[config.mk]
export PLATFORM = sky130hd
export DESIGN_NAME = damerau_osa_edit_distance_top
export DESIGN_NICKNAME = d
export VERILOG_FILES = /design/src/hdl/osa_pkg.sv /design/src/hdl/osa_ram.sv /design/src/hdl/damerau_osa_edit_distance_top.sv
export SDC_FILE = /design/constraint.sdc
export NUM_CORES = 2
export LEC_CHECK = 0
export ABC_AREA = 0
export BUFFER_PORTS_ARGS = -buffer_cell sky130_fd_sc_hd__buf_2
export CORE_MARGIN = 1.5
export CORE_UTILIZATION = 35
export DETAILED_ROUTE_END_ITERATION = 7
export GPL_TIMING_DRIVEN = 0
export REMOVE_ABC_BUFFERS = 1
export SLEW_MARGIN = 20
export SYNTH_ARGS = -nofsm -noshare
export SYNTH_HDL_FRONTEND = slang
export SYNTH_SLANG_ARGS = --single-unit
[constraint.sdc]
create_clock -name i_clk -period 13.83 [get_ports i_clk]
set_input_delay 2.0745 -clock i_clk [delete_from_list [all_inputs] [get_ports i_clk]]
set_output_delay 2.0745 -clock i_clk [all_outputs]
set_load 0.05 [all_outputs]
[src/hdl/osa_pkg.sv]
// ----------------------------------------------------------------------------
// OSA edit distance package
// Shared constants for the edit distance engine, its memories and its checker.
// ----------------------------------------------------------------------------
`default_nettype none

package osa_pkg;

    // Default string capacity and stored character width.
    localparam int MAX_LEN_DEF   = 64;
    localparam int CHAR_BITS_DEF = 16;

    // Port widths fixed by the interface.
    localparam int CMD_W  = 2;
    localparam int CODE_W = 16;
    localparam int DIST_W = 7;

    // Largest distance the result port can carry.
    localparam int DIST_MAX = 127;

    // Command codes.
    localparam logic [CMD_W-1:0] CMD_APPEND_FIRST  = 2'd0;
    localparam logic [CMD_W-1:0] CMD_APPEND_SECOND = 2'd1;
    localparam logic [CMD_W-1:0] CMD_COMPUTE       = 2'd2;

endpackage

`default_nettype wire

[src/hdl/osa_ram.sv]
// ----------------------------------------------------------------------------
// OSA generic RAM
// Simple dual-port RAM: one write port, one read port with registered data.
// ----------------------------------------------------------------------------
`default_nettype none

module osa_ram #(
    parameter int WIDTH = osa_pkg::CHAR_BITS_DEF,
    parameter int DEPTH = osa_pkg::MAX_LEN_DEF,
    localparam int AW   = $clog2(DEPTH)
) (
    input  wire logic             i_clk,
    input  wire logic             i_we,
    input  wire logic [AW-1:0]    i_waddr,
    input  wire logic [WIDTH-1:0] i_wdata,
    input  wire logic             i_re,
    input  wire logic [AW-1:0]    i_raddr,
    output logic      [WIDTH-1:0] o_rdata
);

    logic [WIDTH-1:0] r_mem [DEPTH];

    always_ff @(posedge i_clk) begin
        if (i_we) begin
            r_mem[i_waddr] <= i_wdata;
        end
        // Read data holds between reads.
        if (i_re) begin
            o_rdata <= r_mem[i_raddr];
        end
    end

endmodule

`default_nettype wire

[src/hdl/damerau_osa_edit_distance_top.sv]
// ----------------------------------------------------------------------------
// Damerau OSA edit distance engine
// Loads two strings one character per word and returns their optimal string
// alignment (or plain Levenshtein) distance on a compute command.
// ----------------------------------------------------------------------------
//
// Channel    Direction  Handshake              Payload
// command    in         start / busy           i_command, i_char_code
// result     out        o_valid (one cycle)    o_distance, o_overflow
// config     in         i_cfg_valid / ready    i_cfg_data
//
// An append leaves busy low.
// A compute with rows = first length and cols = second length sweeps the
// matrix one cell per cycle, read from and written back to the row memory,
// with a row fetch state before each row to fetch the row character.
// With either string empty the result follows in the next cycle.
// Reset is synchronous, clears counts, flags and the sequencer, and sets the transposition enable.
// The result cannot be stalled; o_valid is high for exactly one cycle.
// ----------------------------------------------------------------------------
`default_nettype none

module damerau_osa_edit_distance_top #(
    parameter int MAX_LEN   = osa_pkg::MAX_LEN_DEF,
    parameter int CHAR_BITS = osa_pkg::CHAR_BITS_DEF
) (
    input  wire logic                        i_clk,
    input  wire logic                        i_rst_n,
    input  wire logic                        start,
    output logic                             busy,
    input  wire logic [osa_pkg::CMD_W-1:0]   i_command,
    input  wire logic [osa_pkg::CODE_W-1:0]  i_char_code,
    output logic                             o_valid,
    output logic      [osa_pkg::DIST_W-1:0]  o_distance,
    output logic                             o_overflow,
    input  wire logic                        i_cfg_valid,
    output logic                             o_cfg_ready,
    input  wire logic                        i_cfg_data
);

    localparam int AW = $clog2(MAX_LEN);
    localparam int CW = $clog2(MAX_LEN + 1);

    typedef enum logic [2:0] {
        S_IDLE = 3'b001,
        S_ROW  = 3'b010,
        S_CELL = 3'b100
    } t_state;

    t_state r_state;

    logic [CW-1:0] r_cnt_a;
    logic [CW-1:0] r_cnt_b;
    logic          r_drop;
    logic          r_allow;
    logic [CW-1:0] r_i;
    logic [CW-1:0] r_j;
    logic [CW-1:0] r_diag;
    logic [CW-1:0] r_left;
    logic [CW-1:0] r_tb1;
    logic [CW-1:0] r_tb2;
    logic [CHAR_BITS-1:0] r_b_prev;
    logic [CHAR_BITS-1:0] r_a_prev;
    logic                         r_valid;
    logic [osa_pkg::DIST_W-1:0]   r_dist;
    logic                         r_ovf;

    logic accept;
    logic we_a;
    logic we_b;
    logic re_b;
    logic [CHAR_BITS-1:0] wdata_code;
    logic [CHAR_BITS-1:0] rd_a;
    logic [CHAR_BITS-1:0] rd_b;
    logic [AW-1:0]        raddr_b;
    logic [CW-1:0]        i_m1;
    logic [CW-1:0]        j_m1;
    logic [2*CW-1:0]      rd_row;
    logic [2*CW-1:0]      wd_row;
    logic [CW-1:0]        prev_j;
    logic [CW-1:0]        tb_j;
    logic [CW:0]          c_sub;
    logic [CW:0]          c_ins;
    logic [CW:0]          c_del;
    logic [CW:0]          c_tr;
    logic [CW:0]          c_min;
    logic                 swap_hit;
    logic [CW-1:0]        n_cell;

    function automatic logic [osa_pkg::DIST_W-1:0] f_sat(input logic [CW-1:0] v);
        logic [CW+7:0] w;
        w = (CW+8)'(v);
        if (w > (CW+8)'(osa_pkg::DIST_MAX)) begin
            return osa_pkg::DIST_W'(osa_pkg::DIST_MAX);
        end
        return w[osa_pkg::DIST_W-1:0];
    endfunction

    assign busy        = (r_state != S_IDLE);
    assign accept      = start && !busy;
    assign o_cfg_ready = !busy;
    assign o_valid     = r_valid;
    assign o_distance  = r_dist;
    assign o_overflow  = r_ovf;

    assign wdata_code = CHAR_BITS'(i_char_code);
    assign we_a = accept && (i_command == osa_pkg::CMD_APPEND_FIRST)
                  && (r_cnt_a != CW'(MAX_LEN));
    assign we_b = accept && (i_command == osa_pkg::CMD_APPEND_SECOND)
                  && (r_cnt_b != CW'(MAX_LEN));

    assign i_m1 = r_i - CW'(1);
    assign j_m1 = r_j - CW'(1);

    // Row fetch reads the first column; each cell fetches the next column.
    assign re_b    = (r_state == S_ROW) || ((r_state == S_CELL) && (r_j != r_cnt_b));
    assign raddr_b = (r_state == S_ROW) ? '0 : r_j[AW-1:0];

    osa_ram #(
        .WIDTH (CHAR_BITS),
        .DEPTH (MAX_LEN)
    ) u_text_a (
        .i_clk   (i_clk),
        .i_we    (we_a),
        .i_waddr (r_cnt_a[AW-1:0]),
        .i_wdata (wdata_code),
        .i_re    (r_state == S_ROW),
        .i_raddr (i_m1[AW-1:0]),
        .o_rdata (rd_a)
    );

    osa_ram #(
        .WIDTH (CHAR_BITS),
        .DEPTH (MAX_LEN)
    ) u_text_b (
        .i_clk   (i_clk),
        .i_we    (we_b),
        .i_waddr (r_cnt_b[AW-1:0]),
        .i_wdata (wdata_code),
        .i_re    (re_b),
        .i_raddr (raddr_b),
        .o_rdata (rd_b)
    );

    // Entry j-1 holds {previous row, row before that} for column j.
    osa_ram #(
        .WIDTH (2 * CW),
        .DEPTH (MAX_LEN)
    ) u_rows (
        .i_clk   (i_clk),
        .i_we    (r_state == S_CELL),
        .i_waddr (j_m1[AW-1:0]),
        .i_wdata (wd_row),
        .i_re    (re_b),
        .i_raddr (raddr_b),
        .o_rdata (rd_row)
    );

    // On the first row the previous row is the column index itself.
    assign prev_j = (r_i == CW'(1)) ? r_j : rd_row[2*CW-1:CW];
    assign tb_j   = rd_row[CW-1:0];

    always_comb begin
        c_sub = {1'b0, r_diag} + ((rd_a != rd_b) ? (CW+1)'(1) : '0);
        c_ins = {1'b0, r_left} + (CW+1)'(1);
        c_del = {1'b0, prev_j} + (CW+1)'(1);
        c_tr  = {1'b0, r_tb2} + (CW+1)'(1);
        swap_hit = r_allow && (r_i != CW'(1)) && (r_j != CW'(1))
                   && (rd_a == r_b_prev) && (r_a_prev == rd_b);
        c_min = c_sub;
        if (c_ins < c_min) begin
            c_min = c_ins;
        end
        if (c_del < c_min) begin
            c_min = c_del;
        end
        if (swap_hit && (c_tr < c_min)) begin
            c_min = c_tr;
        end
        n_cell = c_min[CW-1:0];
    end

    assign wd_row = {n_cell, prev_j};

    always_ff @(posedge i_clk) begin
        if (!i_rst_n) begin
            r_state <= S_IDLE;
            r_cnt_a <= '0;
            r_cnt_b <= '0;
            r_drop  <= 1'b0;
            r_allow <= 1'b1;
            r_valid <= 1'b0;
        end else begin
            r_valid <= 1'b0;
            if (i_cfg_valid && o_cfg_ready) begin
                r_allow <= i_cfg_data;
            end
            case (r_state)
                S_IDLE: begin
                    if (accept) begin
                        case (i_command)
                            osa_pkg::CMD_APPEND_FIRST: begin
                                if (we_a) begin
                                    r_cnt_a <= r_cnt_a + CW'(1);
                                end else begin
                                    r_drop <= 1'b1;
                                end
                            end
                            osa_pkg::CMD_APPEND_SECOND: begin
                                if (we_b) begin
                                    r_cnt_b <= r_cnt_b + CW'(1);
                                end else begin
                                    r_drop <= 1'b1;
                                end
                            end
                            osa_pkg::CMD_COMPUTE: begin
                                if ((r_cnt_a == '0) || (r_cnt_b == '0)) begin
                                    // An empty string leaves the other's length.
                                    r_valid <= 1'b1;
                                    r_dist  <= f_sat((r_cnt_a == '0) ? r_cnt_b : r_cnt_a);
                                    r_ovf   <= r_drop;
                                    r_cnt_a <= '0;
                                    r_cnt_b <= '0;
                                    r_drop  <= 1'b0;
                                end else begin
                                    r_i     <= CW'(1);
                                    r_state <= S_ROW;
                                end
                            end
                            default: begin
                            end
                        endcase
                    end
                end
                S_ROW: begin
                    r_j      <= CW'(1);
                    r_diag   <= i_m1;
                    r_left   <= r_i;
                    r_tb1    <= r_i - CW'(2);
                    // The read data still holds the previous row's character.
                    r_a_prev <= rd_a;
                    r_state  <= S_CELL;
                end
                S_CELL: begin
                    r_diag   <= prev_j;
                    r_left   <= n_cell;
                    r_tb2    <= r_tb1;
                    r_tb1    <= tb_j;
                    r_b_prev <= rd_b;
                    if (r_j != r_cnt_b) begin
                        r_j <= r_j + CW'(1);
                    end else if (r_i != r_cnt_a) begin
                        r_i     <= r_i + CW'(1);
                        r_state <= S_ROW;
                    end else begin
                        r_valid <= 1'b1;
                        r_dist  <= f_sat(n_cell);
                        r_ovf   <= r_drop;
                        r_cnt_a <= '0;
                        r_cnt_b <= '0;
                        r_drop  <= 1'b0;
                        r_state <= S_IDLE;
                    end
                end
                default: begin
                    r_state <= S_IDLE;
                end
            endcase
        end
    end

endmodule

`default_nettype wire

Word level (Yosys, flattened, before mapping)
Memories as Yosys holds them, arrays and structs flattened. A register that Yosys moved wholly into a read port is not among the register bits. Index checks and enable logic that the tools add are counted.

Order comparisons: 3. Add/subtract/negate cells: 11. Equality and inequality tests: 32. Reductions and logical operators: 30. Muxes and demuxes: 67.

Operators by type and width (count): 7-bit 2-to-1 mux (21); 7-bit case mux with 2 select lines (10); 16-bit == test (2); 7-bit by 1-bit adder with 7-bit output, second input constant (4); 7-bit AND reduction (4); 7-bit by 1-bit adder with 8-bit output, second input constant (3); 8-bit < comparator (3); 1-bit 2-to-1 mux (23); 8-bit 2-to-1 mux (2); 16-bit != test (1); 7-bit zero test (2); 2-bit != test, second input constant (7); 7-bit by 1-bit != test with 1-bit output, second input constant (2); 7-bit != test (2); 7-bit != test, second input constant (2); 1-bit logical AND (12); 3-bit 2-to-1 mux (4); 3-bit by 2-bit != test with 1-bit output, second input constant (4); 3-bit != test, second input constant (3); 3-bit case mux with 3 select lines (1); 7-bit by 1-bit adder with 8-bit output (1); 8-bit AND reduction (1); 7-bit by 1-bit == test with 1-bit output, second input constant (1); 7-bit by 1-bit subtractor with 7-bit output, second input constant (1); other kinds (21) (27).

Bits in writable memories: 2944. Memories kept: 3. Output and inout bits: 11. Register bits after elaboration: 102. Input bits: 23.

Memory list: u_text_a.r_mem (words 64, bits a word 16, read ports 1, clocked after Yosys merged registers in 1, wr ports 1, line osa_ram.sv:21) `logic [WIDTH-1:0] r_mem [DEPTH];`; u_text_b.r_mem (words 64, bits a word 16, read ports 1, clocked after Yosys merged registers in 1, wr ports 1, line osa_ram.sv:21); u_rows.r_mem (words 64, bits a word 14, read ports 1, clocked after Yosys merged registers in 1, wr ports 1, line osa_ram.sv:21).

Depth between registers and ports, before layout
Depth in word-level cells: 13. Depth in mapped cells: 34.

Cells and area by module
Synthesis repeated with hierarchy kept, for this count alone.

Cell total of the unflattened synthesis: 5890. Area total of the unflattened synthesis: 122253.5 um^2.

Modules (own cells, without submodules): osa_ram at u_text_a ... (sequential area each 31230.0 um^2, cells an instance 1829, times used 2, area each 40202.3 um^2); osa_ram at u_rows (sequential area each 27326.2 um^2, cells an instance 1550, times used 1, area each 35098.7 um^2); damerau_osa_edit_distance_top (sequential area each 2862.7 um^2, cells an instance 682, times used 1, area each 6750.2 um^2).

Worst setup path before layout
OpenSTA, ideal clock, no wires.

Path kind: register to register. Start point: register r_i[2]. End point: memory u_rows.r_mem[0][8] (netlist bit), data pin. Path buffers: 3. Setup time: 0.702 ns. Data arrival time: 9.969 ns. Setup slack: 3.160 ns. Cell stages (with the launch flop): 24. Clock period less this slack: 10.670 ns. Cells stage by stage: edfxtp_1 > buf_4 > nor4_4 > nand3b_1 > buf_2 > o21ai_0 > ha_1 > nand3_1 > xnor2_1 > ha_1 > nand2_1 > o21ai_0 > o21ba_2 > nand2b_1 > nor2_1 > a32oi_4 > mux2_2 > ha_1 > o2111ai_1 > inv_1 > o211a_1 > clkbuf_1 > nor2_4 > o21ai_0.

Word-level cells in the longest chain between the ends: 8. Elaborated cells on any way between the ends: 13. Classes of those cells: add/sub (1); order compare (2); eq/ne (2); mux (3); reduce/logical (5).

Ends and longest elaborated chain: start: declaration (line damerau_osa_edit_distance_top.sv:55) `logic [CW-1:0] r_i;`; start signal: assignment (line damerau_osa_edit_distance_top.sv:252) `r_i <= r_i + CW'(1);`; 7-bit by 1-bit == test with 1-bit output (*) (line damerau_osa_edit_distance_top.sv:159) `assign prev_j = (r_i == CW'(1)) ? r_j : rd_row[2*CW-1:CW];`; 7-bit 2-to-1 mux (*) (line damerau_osa_edit_distance_top.sv:159); named net prev_j[1] (line damerau_osa_edit_distance_top.sv:79) `logic [CW-1:0] prev_j;`; 7-bit by 1-bit adder with 8-bit output (*) (line damerau_osa_edit_distance_top.sv:165) `c_del = {1'b0, prev_j} + (CW+1)'(1);`; 8-bit < comparator (line damerau_osa_edit_distance_top.sv:173) `if (c_del < c_min) begin`; 8-bit 2-to-1 mux (*) (line damerau_osa_edit_distance_top.sv:173); 8-bit < comparator (line damerau_osa_edit_distance_top.sv:176) `if (swap_hit && (c_tr < c_min)) begin`; 1-bit logical AND (line damerau_osa_edit_distance_top.sv:176); 7-bit 2-to-1 mux (*) (line damerau_osa_edit_distance_top.sv:176); named net c_min[1] (line damerau_osa_edit_distance_top.sv:85) `logic [CW:0] c_min;`; end: declaration (line osa_ram.sv:21).

The timed path passes the listed nets; every way through them passes the cells marked *.

Final worst setup path
Start point: register u_text_a.o_rdata[2], read port of u_text_a.r_mem. End point: memory u_rows.r_mem[55][10] (netlist bit), data pin.

Word-level cells in the longest chain between the ends: 10. Elaborated cells on any way between the ends: 13. Classes of those cells: add/sub (1); order compare (3); eq/ne (2); mux (4); reduce/logical (3).

Ends and longest elaborated chain: start: declaration (line osa_ram.sv:18) `output logic [WIDTH-1:0] o_rdata`; 16-bit != test (line damerau_osa_edit_distance_top.sv:163) `c_sub = {1'b0, r_diag} + ((rd_a != rd_b) ? (CW+1)'(1) : '0);`; 1-bit 2-to-1 mux (line damerau_osa_edit_distance_top.sv:163); 7-bit by 1-bit adder with 8-bit output (line damerau_osa_edit_distance_top.sv:163); 8-bit < comparator (line damerau_osa_edit_distance_top.sv:170) `if (c_ins < c_min) begin`; 8-bit 2-to-1 mux (line damerau_osa_edit_distance_top.sv:170); 8-bit < comparator (line damerau_osa_edit_distance_top.sv:173); 8-bit 2-to-1 mux (line damerau_osa_edit_distance_top.sv:173); 8-bit < comparator (line damerau_osa_edit_distance_top.sv:176); 1-bit logical AND (line damerau_osa_edit_distance_top.sv:176); 7-bit 2-to-1 mux (*) (line damerau_osa_edit_distance_top.sv:176); named net c_min[3] (line damerau_osa_edit_distance_top.sv:85).

Marked as above.

==> summary.txt <==
status: finished, violations left
failing checks: design-rule violations
overall die width: 598 µm
unrepaired setup endpoints after global routing: false
crit end category: flop
Synth Area per Inst: 16.9 µm²
Cell Rows: 218
Hold Buf Count CTS: 0
Longest Clk Path Bufs: 4
H-tree depth: 5
synth warn: 0
WL/cell: 25.5 µm
Clock Pin Slew Worst Setup and Hold Paths: 0.06 ns
Die ar.: 358000 µm²
Post-synth EDFFs: 3072
All-Layer GR Usage: 17.4%
Int Power: 14.6 mW
cells resized by post-CTS repair: 0
root buffer cell: clkbuf_16
Worst Tran Pin Value: 1.18 ns
RR Startpoint: u_text_a.o_rdata[2]$_DFFE_PP_
R2R Path End: u_rows.r_mem[55][10]$_DFFE_PP_
Combinational Power Share: 1.0%
clock share of power: 42.3%
largest net degree at the start of global routing: 159
PortBufs: 33
slew margin rel.: 20.4%
area of the multi-input gates: 29900 µm²
final worst path period need: 10.45 ns
hold endpoint: r_tb2[1]$_DFFE_PP_
P_leak: 45.3 nW
setup tns final: 0 ns
Worst Hold Launch: r_tb1[1]$_DFFE_PP_
CTS sink count: 3092
Placer Congestion: 0.815
fillcell total: 30900
area fraction of the dominant cell type after synthesis: 74.3%
CP peak stage delay: 0.85 ns
Netlist cell types: 77
CTS tree: yes
Final Cycle Share: 75.5%
Placed Cells incl. Taps: 11900
Sw Pwr: 3.53 mW
PwrDens: 125 nW/µm²
Vias/cell: 5.51
clock latency on the worst-skew pair: 0.87 ns
P&R area growth vs syn: 16.2%
Gate Count Post-Synth: 7349
Synth Flop Type: edfxtp_1
Hold Vio Cnt, Final: 0
Via Count: 68600
final core occ: 40.9%
Placeable Area: 353000 µm²
global-route wire length before repair: 464 mm
share of cells above drive strength 1: 20.1%
Synth area leaders: edfxtp_1 (74%), mux4_2 (7.2%), a211oi_1 (2.4%)
reg2reg path depth: 32
Post-synth ARST share: 0%
fmax: 95.7 MHz
TritonRoute pass-1 iters: 8
TritonCTS buffer count: 294
drc violations: 1
max-cap violations: 0
post-route ant nets: 0
r2r setup slk: 3.38 ns
critical path required time: 14.48 ns
hold path cells: 0
switching portion of total power: 19.5%
most frequent cells in the layout: edfxtp_1 (3072), nand2_1 (654), a211oi_1 (397)
Cell Area, Synth: 124000 µm²
critical path class: flop to flop
CP max-delay cell: or4_1
#FFs+latches synth: 3092
fin. max-slew vios: 0
peak supply drop: 0.102 mV
final cell count without fillers: 12400
WP buf/inv: 4
Setup violations, final: 0
initial antenna violation count: 5
peak fanout along the critical path: 26
Flop pwr share: 56.7%
most common cell after layout, fill and taps aside: edfxtp_1
CP delay by family, top: simple AND/OR/NAND/NOR gates
class of the worst hold path: flop to flop
DP HPWL: 202 mm
Seq/Total Area, Yosys: 74.7%
GRT overflow: 0
Storage cell area: 92600 µm²
Post-layout nets: 7558
DR iter-0 viols: 7412
Ports: 34
DIE HEIGHT: 598 µm
Startpoint Class: flop
Starting Density: 35.2%
final WL: 317 mm
Crit path top cell by count: ha_1
cell taking the most area after synthesis: edfxtp_1
number of post-CTS setup repair buffers: 0
Worst EP arrival: 11.09 ns
vias in the first global route: 67800
Setup Skew: 0.0556 ns
-- area by class of cell --
| type | count | area share [%] |
|---|---|---|
| repair buffers | 403 | 4.63 |
| well taps | 4730 | 4.10 |
| multi-input cells | 3668 | 20.7 |
| diodes | 2 | 0.00347 |
| clock inverters | 129 | 0.684 |
| clock buffers | 375 | 5.47 |
| inverters | 40 | 0.129 |
| flip-flops and latches | 3092 | 64.2 |
-- how the worst max path moves through the flow --
stage                                               from                              to  cells past startpoint
after CTS                  u_text_a.o_rdata[2]$_DFFE_PP_  u_rows.r_mem[55][10]$_DFFE_PP_                     32
after floorplan                     r_j[0]$_SDFFCE_PN1P_     u_rows.o_rdata[0]$_DFFE_PP_                      7
final                      u_text_a.o_rdata[2]$_DFFE_PP_  u_rows.r_mem[55][10]$_DFFE_PP_                     32
after global routing       u_text_b.o_rdata[6]$_DFFE_PP_  u_rows.r_mem[54][10]$_DFFE_PP_                     32
after global placement              r_j[0]$_SDFFCE_PN1P_     u_rows.o_rdata[9]$_DFFE_PP_                      7
after detailed placement  u_text_a.o_rdata[12]$_DFFE_PP_  u_rows.r_mem[17][10]$_DFFE_PP_                     32
-- cells in the mapped netlist, types with 24 or more instances --
cell type / n
xnor2_1: 62
buf_1: 68
inv_1: 37
mux4_2: 396
a311oi_1: 240
or3_1: 76
nor2_1: 264
and3_1: 190
clkbuf_1: 374
nor3_1: 41
nand2_1: 658
o21ai_0: 324
buf_2: 92
xor2_1: 52
and2_1: 66
nand3_1: 160
mux2_2: 121
a211oi_1: 398
mux2i_1: 92
a21oi_1: 172
ha_1: 36
nand4_1: 24
o22ai_1: 184
edfxtp_1: 3072
-- sequential cells by signal, summed over array words and instances (netlist names), 7 cells and up --
signal,flops
u_text_a.r_mem,1024
u_text_b.r_mem,1024
u_rows.r_mem,896
r_a_prev,16
r_b_prev,16
u_text_a.o_rdata,16
u_text_b.o_rdata,16
u_rows.o_rdata,14
o_distance,7
r_cnt_a,7
r_cnt_b,7
r_diag,7
r_i,7
r_j,7
r_left,7
r_tb1,7
r_tb2,7
-- cell families (layout without fill, tap and decap cells) --
family	Yosys count	after routing	synth area share [%]
compound gates	1370	1370	7.40
xor+xnor	114	114	0.805
fa+ha+maj	36	36	0.363
buf+inv	589	947	1.95
flops	3092	3092	74.7
mux	609	609	9.03
other cells	0	2	0
simple gates	1539	1539	5.78
-- metal layers --
metal | vias to the layer above | track usage (%) | wire length, µm
li1 | 29800 | - | -
met1 | 35600 | 23.6 | 131000
met2 | 2619 | 28.5 | 153000
met3 | 541 | 2.31 | 21400
met4 | 0 | 6.16 | 12000
met5 | - | 0 | 0
-- per-stage QoR --
step / hold WS (ns) / total power, mW / cell area (µm²) / setup WS, ns
floorplan: 0.400 / 10.5 / 122000 / -11.83
detailed placement: 0.409 / 10.6 / 135000 / 3.45
CTS: 0.421 / 18.2 / 144000 / 3.40
global route: 0.422 / 18.6 / 144000 / 2.97
global placement: 0.405 / 10.6 / 128000 / -42.97
finish: 0.421 / 18.1 / 144000 / 3.38
-- power groups by stage --
| stage | Sequential (mW) | Combinational, mW | Clock, mW |
|---|---|---|---|
| 6_report | 10.3 | 0.178 | 7.65 |
| 5_1_grt | 10.2 | 0.190 | 8.12 |
| 4_1_cts | 10.3 | 0.180 | 7.78 |
| 3_5_place_dp | 10.5 | 0.180 | 0 |
| 3_3_place_gp | 10.5 | 0.152 | 0 |
| 2_1_floorplan | 10.5 | 0.0301 | 0 |
Power figures use the tool's default switching activity.
